File: src/hdl/hlfc_pkg.sv
// ----------------------------------------------------------------------------
// hlfc_pkg
// Shared types and codes of the humidity / light fan controller.
// ----------------------------------------------------------------------------
`default_nettype none

package hlfc_pkg;

  // humidity threshold limit, larger modes select light-timer control
  localparam logic [7:0] MODE_LIMIT = 8'd100;

  // register reset values
  localparam logic [7:0] RST_LIGHT_THRESHOLD = 8'd200;
  localparam logic [7:0] RST_PULSE_MAX       = 8'd5;
  localparam logic [7:0] RST_MENU_PULSES     = 8'd5;
  localparam logic [7:0] RST_ACT_TIMEOUT     = 8'd10;
  localparam logic [7:0] RST_MENU_TIMEOUT    = 8'd10;
  localparam logic [7:0] RST_HUM_PERIOD      = 8'd30;
  localparam logic [7:0] RST_LIGHT_DEBOUNCE  = 8'd15;
  localparam logic [7:0] RST_INITIAL_MODE    = 8'd50;

  // register indexes
  localparam logic [2:0] REG_LIGHT_THRESHOLD = 3'd0;
  localparam logic [2:0] REG_PULSE_MAX       = 3'd1;
  localparam logic [2:0] REG_MENU_PULSES     = 3'd2;
  localparam logic [2:0] REG_ACT_TIMEOUT     = 3'd3;
  localparam logic [2:0] REG_MENU_TIMEOUT    = 3'd4;
  localparam logic [2:0] REG_HUM_PERIOD      = 3'd5;
  localparam logic [2:0] REG_LIGHT_DEBOUNCE  = 3'd6;
  localparam logic [2:0] REG_INITIAL_MODE    = 3'd7;

  // light events
  localparam logic [1:0] EV_NONE  = 2'd0;
  localparam logic [1:0] EV_ON    = 2'd1;
  localparam logic [1:0] EV_PULSE = 2'd2;
  localparam logic [1:0] EV_OFF   = 2'd3;

  // light classifier phases
  localparam logic [1:0] LP_OFF   = 2'd0;
  localparam logic [1:0] LP_COUNT = 2'd1;
  localparam logic [1:0] LP_ON    = 2'd2;

  // menu phases
  localparam logic [1:0] MP_IDLE = 2'd0;
  localparam logic [1:0] MP_ACT  = 2'd1;
  localparam logic [1:0] MP_MODE = 2'd2;

  // timer mode phases
  localparam logic [1:0] TP_OFF = 2'd0;
  localparam logic [1:0] TP_DEB = 2'd1;
  localparam logic [1:0] TP_ON  = 2'd2;

  typedef struct packed {
    logic [7:0] pulse_max_secs;
    logic [7:0] menu_pulses;
    logic [7:0] activation_timeout_secs;
    logic [7:0] menu_timeout_secs;
    logic [7:0] humidity_period_secs;
    logic [7:0] light_debounce_secs;
  } hlfc_cfg_t;

  typedef struct packed {
    logic       fan_on;
    logic       indicator_led;
    logic       store_write;
    logic [7:0] store_value;
  } hlfc_res_t;

endpackage

`default_nettype wire

File: src/hdl/hlfc_light_classifier.sv
// ----------------------------------------------------------------------------
// hlfc_light_classifier
// Turns the lit / dark decision of each pass into light on, pulse and off
// events, tracking how long the light has been on.
// ----------------------------------------------------------------------------
`default_nettype none

module hlfc_light_classifier
  import hlfc_pkg::*;
(
  input  wire logic       clk,
  input  wire logic       rst_n,
  input  wire logic       step_en,
  input  wire logic [7:0] now,
  input  wire logic       lit,
  input  wire logic [7:0] pulse_max_secs,
  output logic      [1:0] ev
);

  logic [1:0] phase_r, phase_nxt;
  logic [7:0] start_r, start_nxt;
  logic [7:0] on_time;

  assign on_time = now - start_r;

  always_comb begin
    phase_nxt = phase_r;
    start_nxt = start_r;
    ev        = EV_NONE;
    unique case (phase_r)
      LP_COUNT: begin
        if (lit) begin
          if (on_time > pulse_max_secs) begin
            phase_nxt = LP_ON;
            ev        = EV_ON;
          end
        end else begin
          phase_nxt = LP_OFF;
          ev        = EV_PULSE;
        end
      end
      LP_ON: begin
        if (!lit) begin
          phase_nxt = LP_OFF;
          ev        = EV_OFF;
        end
      end
      default: begin
        // unused code falls back to off
        phase_nxt = LP_OFF;
        if (lit) begin
          phase_nxt = LP_COUNT;
          start_nxt = now;
        end
      end
    endcase
  end

  always_ff @(posedge clk) begin
    if (!rst_n) begin
      phase_r <= LP_OFF;
      start_r <= '0;
    end else if (step_en) begin
      phase_r <= phase_nxt;
      start_r <= start_nxt;
    end
  end

endmodule

`default_nettype wire

File: src/hdl/hlfc_ctrl_core.sv
// ----------------------------------------------------------------------------
// hlfc_ctrl_core
// Fan control (humidity threshold or light timer) and the pulse-driven
// configuration menu, one pass per step.
// ----------------------------------------------------------------------------
`default_nettype none

module hlfc_ctrl_core
  import hlfc_pkg::*;
(
  input  wire logic             clk,
  input  wire logic             rst_n,
  input  wire logic             step_en,
  input  wire logic [7:0]       now,
  input  wire logic signed [7:0] hum,
  input  wire logic [1:0]       ev,
  input  wire hlfc_cfg_t        cfg,
  input  wire logic             mode_load,
  input  wire logic [7:0]       mode_value,
  output hlfc_res_t             res,
  output logic [7:0]            active_mode
);

  logic [1:0] menu_phase_r, menu_phase_nxt;
  logic [1:0] tmode_phase_r, tmode_phase_nxt;
  logic [7:0] pulse_count_r, pulse_count_nxt;
  logic [7:0] period_start_r, period_start_nxt;
  logic [7:0] menu_start_r, menu_start_nxt;
  logic [7:0] mode_r, mode_nxt;
  logic       fan_r, fan_nxt;
  logic       led_r, led_nxt;
  logic       store;
  logic [7:0] store_val;
  logic [7:0] period_age;
  logic [7:0] menu_age;
  logic [7:0] pulse_inc;

  assign period_age  = now - period_start_r;
  assign menu_age    = now - menu_start_r;
  assign pulse_inc   = pulse_count_r + 8'd1;
  assign active_mode = mode_r;

  always_comb begin
    menu_phase_nxt   = menu_phase_r;
    tmode_phase_nxt  = tmode_phase_r;
    pulse_count_nxt  = pulse_count_r;
    period_start_nxt = period_start_r;
    menu_start_nxt   = menu_start_r;
    mode_nxt         = mode_r;
    fan_nxt          = fan_r;
    led_nxt          = led_r;
    store            = 1'b0;
    store_val        = '0;

    // fan control is frozen while the menu is open
    if (menu_phase_r == MP_IDLE) begin
      if (mode_r <= MODE_LIMIT) begin
        if (period_age > cfg.humidity_period_secs) begin
          // failed read keeps the fan but restarts the period
          if (hum > 8'sd0) begin
            fan_nxt = ($unsigned(hum) >= mode_r);
          end
          period_start_nxt = now;
        end
      end else begin
        unique case (tmode_phase_r)
          TP_DEB: begin
            if (ev == EV_OFF) begin
              tmode_phase_nxt = TP_OFF;
            end else if (period_age > cfg.light_debounce_secs) begin
              tmode_phase_nxt = TP_ON;
              fan_nxt         = 1'b1;
            end
          end
          TP_ON: begin
            if (ev == EV_OFF) begin
              tmode_phase_nxt = TP_OFF;
              fan_nxt         = 1'b0;
            end
          end
          default: begin
            tmode_phase_nxt = TP_OFF;
            if (ev == EV_ON) begin
              period_start_nxt = now;
              tmode_phase_nxt  = TP_DEB;
            end
          end
        endcase
      end
    end

    unique case (menu_phase_r)
      MP_IDLE: begin
        if (ev == EV_PULSE) begin
          pulse_count_nxt = 8'd1;
          menu_phase_nxt  = MP_ACT;
          menu_start_nxt  = now;
        end
      end
      MP_ACT: begin
        if (menu_age > cfg.activation_timeout_secs) begin
          menu_phase_nxt = MP_IDLE;
          led_nxt        = 1'b0;
        end else if (ev == EV_PULSE) begin
          menu_start_nxt  = now;
          pulse_count_nxt = pulse_inc;
          if (pulse_inc >= cfg.menu_pulses) begin
            led_nxt         = 1'b1;
            menu_phase_nxt  = MP_MODE;
            pulse_count_nxt = '0;
            fan_nxt         = 1'b0;
          end
        end
      end
      MP_MODE: begin
        if (menu_age > cfg.menu_timeout_secs) begin
          menu_phase_nxt = MP_IDLE;
          if (pulse_count_r != 8'd0) begin
            // count times ten, wrapping at 8 bits
            mode_nxt        = (pulse_count_r << 3) + (pulse_count_r << 1);
            led_nxt         = 1'b0;
            pulse_count_nxt = '0;
            store           = 1'b1;
            store_val       = mode_nxt;
          end
        end
        if (ev == EV_PULSE) begin
          menu_start_nxt  = now;
          pulse_count_nxt = pulse_count_nxt + 8'd1;
        end
      end
      default: begin
        menu_phase_nxt = MP_IDLE;
      end
    endcase

    res.fan_on        = fan_nxt;
    res.indicator_led = led_nxt;
    res.store_write   = store;
    res.store_value   = store_val;
  end

  always_ff @(posedge clk) begin
    if (!rst_n) begin
      menu_phase_r   <= MP_IDLE;
      tmode_phase_r  <= TP_OFF;
      pulse_count_r  <= '0;
      period_start_r <= '0;
      menu_start_r   <= '0;
      mode_r         <= RST_INITIAL_MODE;
      fan_r          <= 1'b0;
      led_r          <= 1'b0;
    end else begin
      if (step_en) begin
        menu_phase_r   <= menu_phase_nxt;
        tmode_phase_r  <= tmode_phase_nxt;
        pulse_count_r  <= pulse_count_nxt;
        period_start_r <= period_start_nxt;
        menu_start_r   <= menu_start_nxt;
        fan_r          <= fan_nxt;
        led_r          <= led_nxt;
      end
      // writing the initial mode reloads the active mode
      if (mode_load) begin
        mode_r <= mode_value;
      end else if (step_en) begin
        mode_r <= mode_nxt;
      end
    end
  end

endmodule

`default_nettype wire

File: src/hdl/humidity_light_fan_controller.sv
// ----------------------------------------------------------------------------
// humidity_light_fan_controller
// Fan controller driven by humidity readings and light switch pulses.
// ----------------------------------------------------------------------------
// Takes one control pass per clock cycle unless the output stalls, and
// returns one result per pass. A pass is latched in an input register,
// evaluated combinationally by the light classifier and the control core,
// and the result is held in an output register. Throughput is one beat per
// cycle while out_ready stays high; a stalled output holds one result plus
// one pending input.
// Configuration registers are written through cfg_we / cfg_index /
// cfg_wdata; writing initial_mode also loads the active mode.
`default_nettype none

module humidity_light_fan_controller
  import hlfc_pkg::*;
(
  input  wire logic              clk,
  input  wire logic              rst_n,
  input  wire logic              in_valid,
  output logic                   in_ready,
  input  wire logic [7:0]        in_now_seconds,
  input  wire logic [7:0]        in_light_sample,
  input  wire logic signed [7:0] in_humidity_reading,
  output logic                   out_valid,
  input  wire logic              out_ready,
  output logic                   out_fan_on,
  output logic                   out_indicator_led,
  output logic [1:0]             out_light_code,
  output logic                   out_store_write,
  output logic [7:0]             out_store_value,
  input  wire logic              cfg_we,
  input  wire logic [2:0]        cfg_index,
  input  wire logic [7:0]        cfg_wdata
);

  logic              s1_valid_r;
  logic [7:0]        s1_now_r;
  logic [7:0]        s1_sample_r;
  logic signed [7:0] s1_hum_r;
  logic              s1_adv;
  logic [7:0]        light_threshold_r;
  hlfc_cfg_t         cfg_r;
  logic [1:0]        ev;
  hlfc_res_t         res;
  logic              mode_load;
  logic [7:0]        active_mode;

  assign s1_adv   = s1_valid_r && (!out_valid || out_ready);
  assign in_ready = !s1_valid_r || s1_adv;

  // configuration registers
  always_ff @(posedge clk) begin
    if (!rst_n) begin
      light_threshold_r             <= RST_LIGHT_THRESHOLD;
      cfg_r.pulse_max_secs          <= RST_PULSE_MAX;
      cfg_r.menu_pulses             <= RST_MENU_PULSES;
      cfg_r.activation_timeout_secs <= RST_ACT_TIMEOUT;
      cfg_r.menu_timeout_secs       <= RST_MENU_TIMEOUT;
      cfg_r.humidity_period_secs    <= RST_HUM_PERIOD;
      cfg_r.light_debounce_secs     <= RST_LIGHT_DEBOUNCE;
    end else if (cfg_we) begin
      unique case (cfg_index)
        REG_LIGHT_THRESHOLD: light_threshold_r             <= cfg_wdata;
        REG_PULSE_MAX:       cfg_r.pulse_max_secs          <= cfg_wdata;
        REG_MENU_PULSES:     cfg_r.menu_pulses             <= cfg_wdata;
        REG_ACT_TIMEOUT:     cfg_r.activation_timeout_secs <= cfg_wdata;
        REG_MENU_TIMEOUT:    cfg_r.menu_timeout_secs       <= cfg_wdata;
        REG_HUM_PERIOD:      cfg_r.humidity_period_secs    <= cfg_wdata;
        REG_LIGHT_DEBOUNCE:  cfg_r.light_debounce_secs     <= cfg_wdata;
        // initial mode goes straight into the active mode of the core
        default: ;
      endcase
    end
  end

  assign mode_load = cfg_we && (cfg_index == REG_INITIAL_MODE);

  // input register
  always_ff @(posedge clk) begin
    if (!rst_n) begin
      s1_valid_r <= 1'b0;
    end else if (in_ready) begin
      s1_valid_r <= in_valid;
    end
  end

  always_ff @(posedge clk) begin
    if (in_ready && in_valid) begin
      s1_now_r    <= in_now_seconds;
      s1_sample_r <= in_light_sample;
      s1_hum_r    <= in_humidity_reading;
    end
  end

  hlfc_light_classifier u_light (
    .clk            (clk),
    .rst_n          (rst_n),
    .step_en        (s1_adv),
    .now            (s1_now_r),
    .lit            (s1_sample_r < light_threshold_r),
    .pulse_max_secs (cfg_r.pulse_max_secs),
    .ev             (ev)
  );

  hlfc_ctrl_core u_core (
    .clk         (clk),
    .rst_n       (rst_n),
    .step_en     (s1_adv),
    .now         (s1_now_r),
    .hum         (s1_hum_r),
    .ev          (ev),
    .cfg         (cfg_r),
    .mode_load   (mode_load),
    .mode_value  (cfg_wdata),
    .res         (res),
    .active_mode (active_mode)
  );

  // result register
  always_ff @(posedge clk) begin
    if (!rst_n) begin
      out_valid <= 1'b0;
    end else if (!out_valid || out_ready) begin
      out_valid <= s1_valid_r;
    end
  end

  always_ff @(posedge clk) begin
    if (s1_adv) begin
      out_fan_on        <= res.fan_on;
      out_indicator_led <= res.indicator_led;
      out_light_code    <= ev;
      out_store_write   <= res.store_write;
      out_store_value   <= res.store_value;
    end
  end

`ifndef SYNTHESIS
  // a stored mode always closes the menu lamp
  a_store_clears_led: assert property (@(posedge clk) disable iff (!rst_n)
    out_valid && out_store_write |-> !out_indicator_led)
    else $error("store beat with indicator lamp lit");

  // the stored value becomes the active mode
  a_store_sets_mode: assert property (@(posedge clk) disable iff (!rst_n)
    s1_adv && res.store_write && !mode_load |=> active_mode == $past(res.store_value))
    else $error("active mode differs from stored value");

  // an empty result register never blocks the input side
  a_ready_when_empty: assert property (@(posedge clk) disable iff (!rst_n)
    !out_valid |-> in_ready)
    else $error("input stalled with empty result register");
`endif

endmodule

`default_nettype wire
File: config.mk
export PLATFORM = sky130hd
export DESIGN_NAME = humidity_light_fan_controller
export DESIGN_NICKNAME = d
export VERILOG_FILES = /design/src/hdl/hlfc_pkg.sv /design/src/hdl/hlfc_light_classifier.sv /design/src/hdl/hlfc_ctrl_core.sv /design/src/hdl/humidity_light_fan_controller.sv
export SDC_FILE = /design/constraint.sdc
export NUM_CORES = 1
export LEC_CHECK = 0
export BUFFER_PORTS_ARGS = -buffer_cell sky130_fd_sc_hd__buf_2
export CORE_MARGIN = 3
export CORE_UTILIZATION = 30
export CTS_CLUSTER_DIAMETER = 80
export DETAILED_ROUTE_END_ITERATION = 8
export GPL_TIMING_DRIVEN = 1
export HOLD_SLACK_MARGIN = 0.05
export PLACE_DENSITY = 0.51
export SLEW_MARGIN = 20
export SYNTH_ARGS = -nofsm -noshare
export SYNTH_HDL_FRONTEND = slang
export SYNTH_SLANG_ARGS = --single-unit
File: constraint.sdc
create_clock -name clk -period 4.4 [get_ports clk]
set_input_delay 0.66 -clock clk [delete_from_list [all_inputs] [get_ports clk]]
set_output_delay 0.66 -clock clk [all_outputs]
set_load 0.03 [all_outputs]
==> impl_metrics.py <==
metrics = {
    "status": {
        "outcome": "finished clean",
    },
    "timing": {
        "tightest_slew_ns": 0.993,
        "setup_slack_ns": 0.385,
        "setup_viol": 0,
        "hold_viol": 0,
        "fin_worst_skew_ns": 0.0167,
        "slew_headroom": 0.333,
        "maxSlewViolCount": 0,
        "setup_tns_ns": 0,
        "fin_crit_ns": 4.02,
        "finalCritPeriodShare": 0.913,
        "clock.fmax_mhz": 249,
        "hold-worst-slack_ns": 0.399,
    },
    "power_and_ir_drop": {
        "powerDensity_nw_per_um2": 364,
        "switching_share": 0.278,
        "power.total_mw": 3.63,
        "power_switching_mw": 1.01,
        "p_comb_frac": 0.164,
        "p_clk_frac": 0.445,
        "seqPwrFrac": 0.390,
        "p_leak_nw": 4.07,
        "p_int_mw": 2.62,
        "ir_drop_uv": 284,
    },
    "route": {
        "num_vias": 6853,
        "drc_errors": 0,
        "wl_mm": 22.3,
        "ant_nets": 0,
        "viasPerCell": 4.84,
        "drtIter0Drc": 279,
        "avgRoutedWirePerCell_microns": 15.7,
        "first_pass_iters": 5,
    },
    "global_route": {
        "grt_pass1_vias": 6641,
        "grt.total_usage": 0.150,
        "grt_first_pass_wirelength_mm": 36.0,
        "antenna_found_initial": 3,
        "grt_overflow_total": 0,
        "grt_max_degree": 37,
    },
    "logic_synthesis": {
        "ys_seq_area_frac": 0.374,
        "yosysTopAreaCellShare": 0.248,
        "synth_ff_type": "dfxtp_1",
        "syn-mean-instance-area_sq_um": 8.77,
        "synth_edf_count": 36,
        "async_flop_share": 0,
        "syn_nets": 1121,
        "yosys_warnings": 0,
        "synth_area_sq_um": 8570,
        "yosys.area.top_type": "dfxtp_1",
        "synth-seq-cells": 142,
        "netlist_instances": 977,
        "synth_cell_types": 77,
        "synth.area.top_cells": "dfxtp_1 25%, ha_1 15%, edfxtp_1 13%",
    },
    "critical_path": {
        "crit_arrival_ns": 4.32,
        "worst_ep_required_time_ns": 4.70,
        "critical_path_peak_fanout": 6,
        "crit_type": "flop to flop",
        "cp-end-kind": "flop",
        "startpoint_type": "flop",
    },
    "clocking": {
        "clock-root-buffer": "clkbuf_16",
        "h-tree-depth": 4,
        "clk-insertion-delay-late_ns": 0.44,
        "clk_pin_slew_ns": 0.07,
        "cts_inserted_buffers": 17,
        "cts_sinks": 142,
        "cts.path.max_buffers": 2,
        "cts_tree": "built",
    },
    "cells_and_area": {
        "multi_input_area_sq_um": 4860,
        "diodes": 0,
        "area_growth_pct": 16.2,
        "layout-drive-gt1-share": 0.122,
        "nFillCells": 2928,
        "nets": 1170,
        "seqCellArea_sq_um": 3200,
    },
    "flow_run": {
        "maxCapViolCount": 0,
    },
    "floorplanning": {
        "initial_core_util": 0.307,
        "dieArea_sq_um": 30600,
        "die_height_microns": 175,
        "die_w_microns": 175,
        "coreArea_sq_um": 27900,
        "boundaryPins": 55,
        "num_rows": 61,
    },
    "hold_path": {
        "hold_path_class": "primary input to flop",
    },
    "placed_design": {
        "place_congestion": 0.805,
        "io_buffers": 53,
        "place_ws_ns": 0.256,
        "hpwl_mm": 16.8,
    },
}
-- final cells by class --
type / instances / area share
sequential: 142 / 0.322
tap: 378 / 0.0475
inverter: 103 / 0.0388
multi-input combinational: 694 / 0.489
clock buffer: 18 / 0.0452
clock inverter: 14 / 0.0202
timing repair buffer: 68 / 0.0380
-- Yosys cell counts, types with 2 or more instances --
cell	number
a311oi_1	2
and3_1	7
o311ai_0	3
ha_1	100
clkbuf_2	2
nand3_1	17
xor2_1	10
buf_4	5
buf_2	4
o21a_1	3
inv_1	102
and2_1	11
o21bai_1	5
o32ai_1	3
clkbuf_1	26
edfxtp_1	36
or3_1	2
nand4_1	13
nor2_1	54
a2111o_1	4
nand2_1	149
nor2b_1	11
a211o_1	2
nand2b_1	11
o41ai_1	2
a21boi_0	3
o211ai_1	24
and4_1	2
xnor2_1	21
a31oi_1	8
a41oi_1	5
a211oi_1	8
o31ai_1	6
a21oi_1	91
a21o_1	14
fa_1	4
nor3_1	14
nor3b_1	2
o21ai_0	20
dfxtp_1	106
o311a_1	3
mux2i_1	27
-- sequential cells by signal (all words and copies together) (netlist names), 7 cells and up --
register,cells
s1_sample_r,8
u_core.menu_start_r,8
u_core.active_mode,8
light_threshold_r,8
s1_now_r,8
u_core.period_start_r,8
out_store_value,7
s1_hum_r,8
u_light.start_r,8
u_core.pulse_count_r,8
cfg_r,48
-- layer usage --
metal | up-vias | track usage | wire length, microns
met5 | - | 0 | 45
met4 | 6 | 0.0412 | 285
met3 | 28 | 0.0365 | 975
met2 | 122 | 0.249 | 10400
met1 | 3183 | 0.195 | 10600
li1 | 3514 | - | -
-- cell families (layout without fill, tap and decap cells) --
group	count (synthesis)	after routing	share of synthesized area
buffers and inverters	141	203	0.0648
adder cells (fa/ha/maj)	104	104	0.155
AO/OA/AOI/OAI	223	223	0.175
XOR/XNOR	31	31	0.0317
flip-flops	142	142	0.374
multiplexers	28	28	0.0329
AND/OR/NAND/NOR	307	307	0.166
other	1	1	0.000438
-- cell usage in the layout (no fill, tap or decap), types with 5 or more instances in the layout --
master     netlist  layout
nor2_1          54      53
nand2_1        149     149
dfxtp_1        106     106
buf_4            5      15
xnor2_1         21      20
a31oi_1          8       8
ha_1           100     100
inv_1          102     100
nand3_1         17      16
o21ai_0         20      19
nand4_1         13      13
nand2b_1        11      11
edfxtp_1        36      36
a41oi_1          5       5
o21bai_1         5       5
a21o_1          14      14
nor2b_1         11      11
a211oi_1         8       8
and3_1           7       7
clkbuf_16        0      18
o31ai_1          6       5
and2_1          11      11
mux2i_1         27      27
a21oi_1         91      89
o211ai_1        24      24
buf_2            4      53
nor3_1          14      14
xor2_1          10      10
-- worst max-delay path, stage by stage, from the launching register on --
cell,delay (ns)
edfxtp_1,0.44
inv_2,0.10
ha_1,0.14
inv_1,0.06
fa_1,0.39
a21oi_1,0.16
nor2_1,0.06
nor2_2,0.11
o21bai_1,0.09
a21oi_2,0.18
xnor2_2,0.10
ha_1,0.30
o21ai_0,0.07
nor2_1,0.32
nand4bb_4,0.27
o311a_1,0.35
o21ai_0,0.22
o311ai_0,0.40
o41ai_1,0.13
-- power by group through the flow --
stage	sequential, mW	clock [mW]	combinational [mW]
after floorplan	1.45	0	0.413
after global placement	1.45	0	0.574
after detailed placement	1.45	0	0.583
after CTS	1.42	1.66	0.585
after global routing	1.42	1.71	0.675
final	1.42	1.62	0.596
-- through the flow --
step,instances,util,instance area [sq um]
CTS,1414,0.354,9880
global route,1417,0.356,9960
global placement,1382,0.330,9230
detailed placement,1382,0.330,9230
floorplan,977,-,8570
finish,1417,0.356,9960
-- path summary, 6_finish.rpt --
path                            depth (start not counted)                from                      to  slack (ns)
worst max-delay path                                   18         s1_now_r[0]  u_core.menu_phase_r[0]        0.38
worst min register to register                          2           cfg_r[37]               cfg_r[37]        0.46
worst max register to register                         18         s1_now_r[0]  u_core.menu_phase_r[0]        0.38
worst min-delay path                                    1  in_light_sample[2]          s1_sample_r[2]        0.40
-- what timing repair did --
action | in CTS | in global routing
endpoints found under the setup margin | 0 | 17
buffers inserted | 0 | 3
hold buffers | 0 | 0
resized for setup | 0 | 13
No activity file was read; power rests on OpenSTA's default activity.
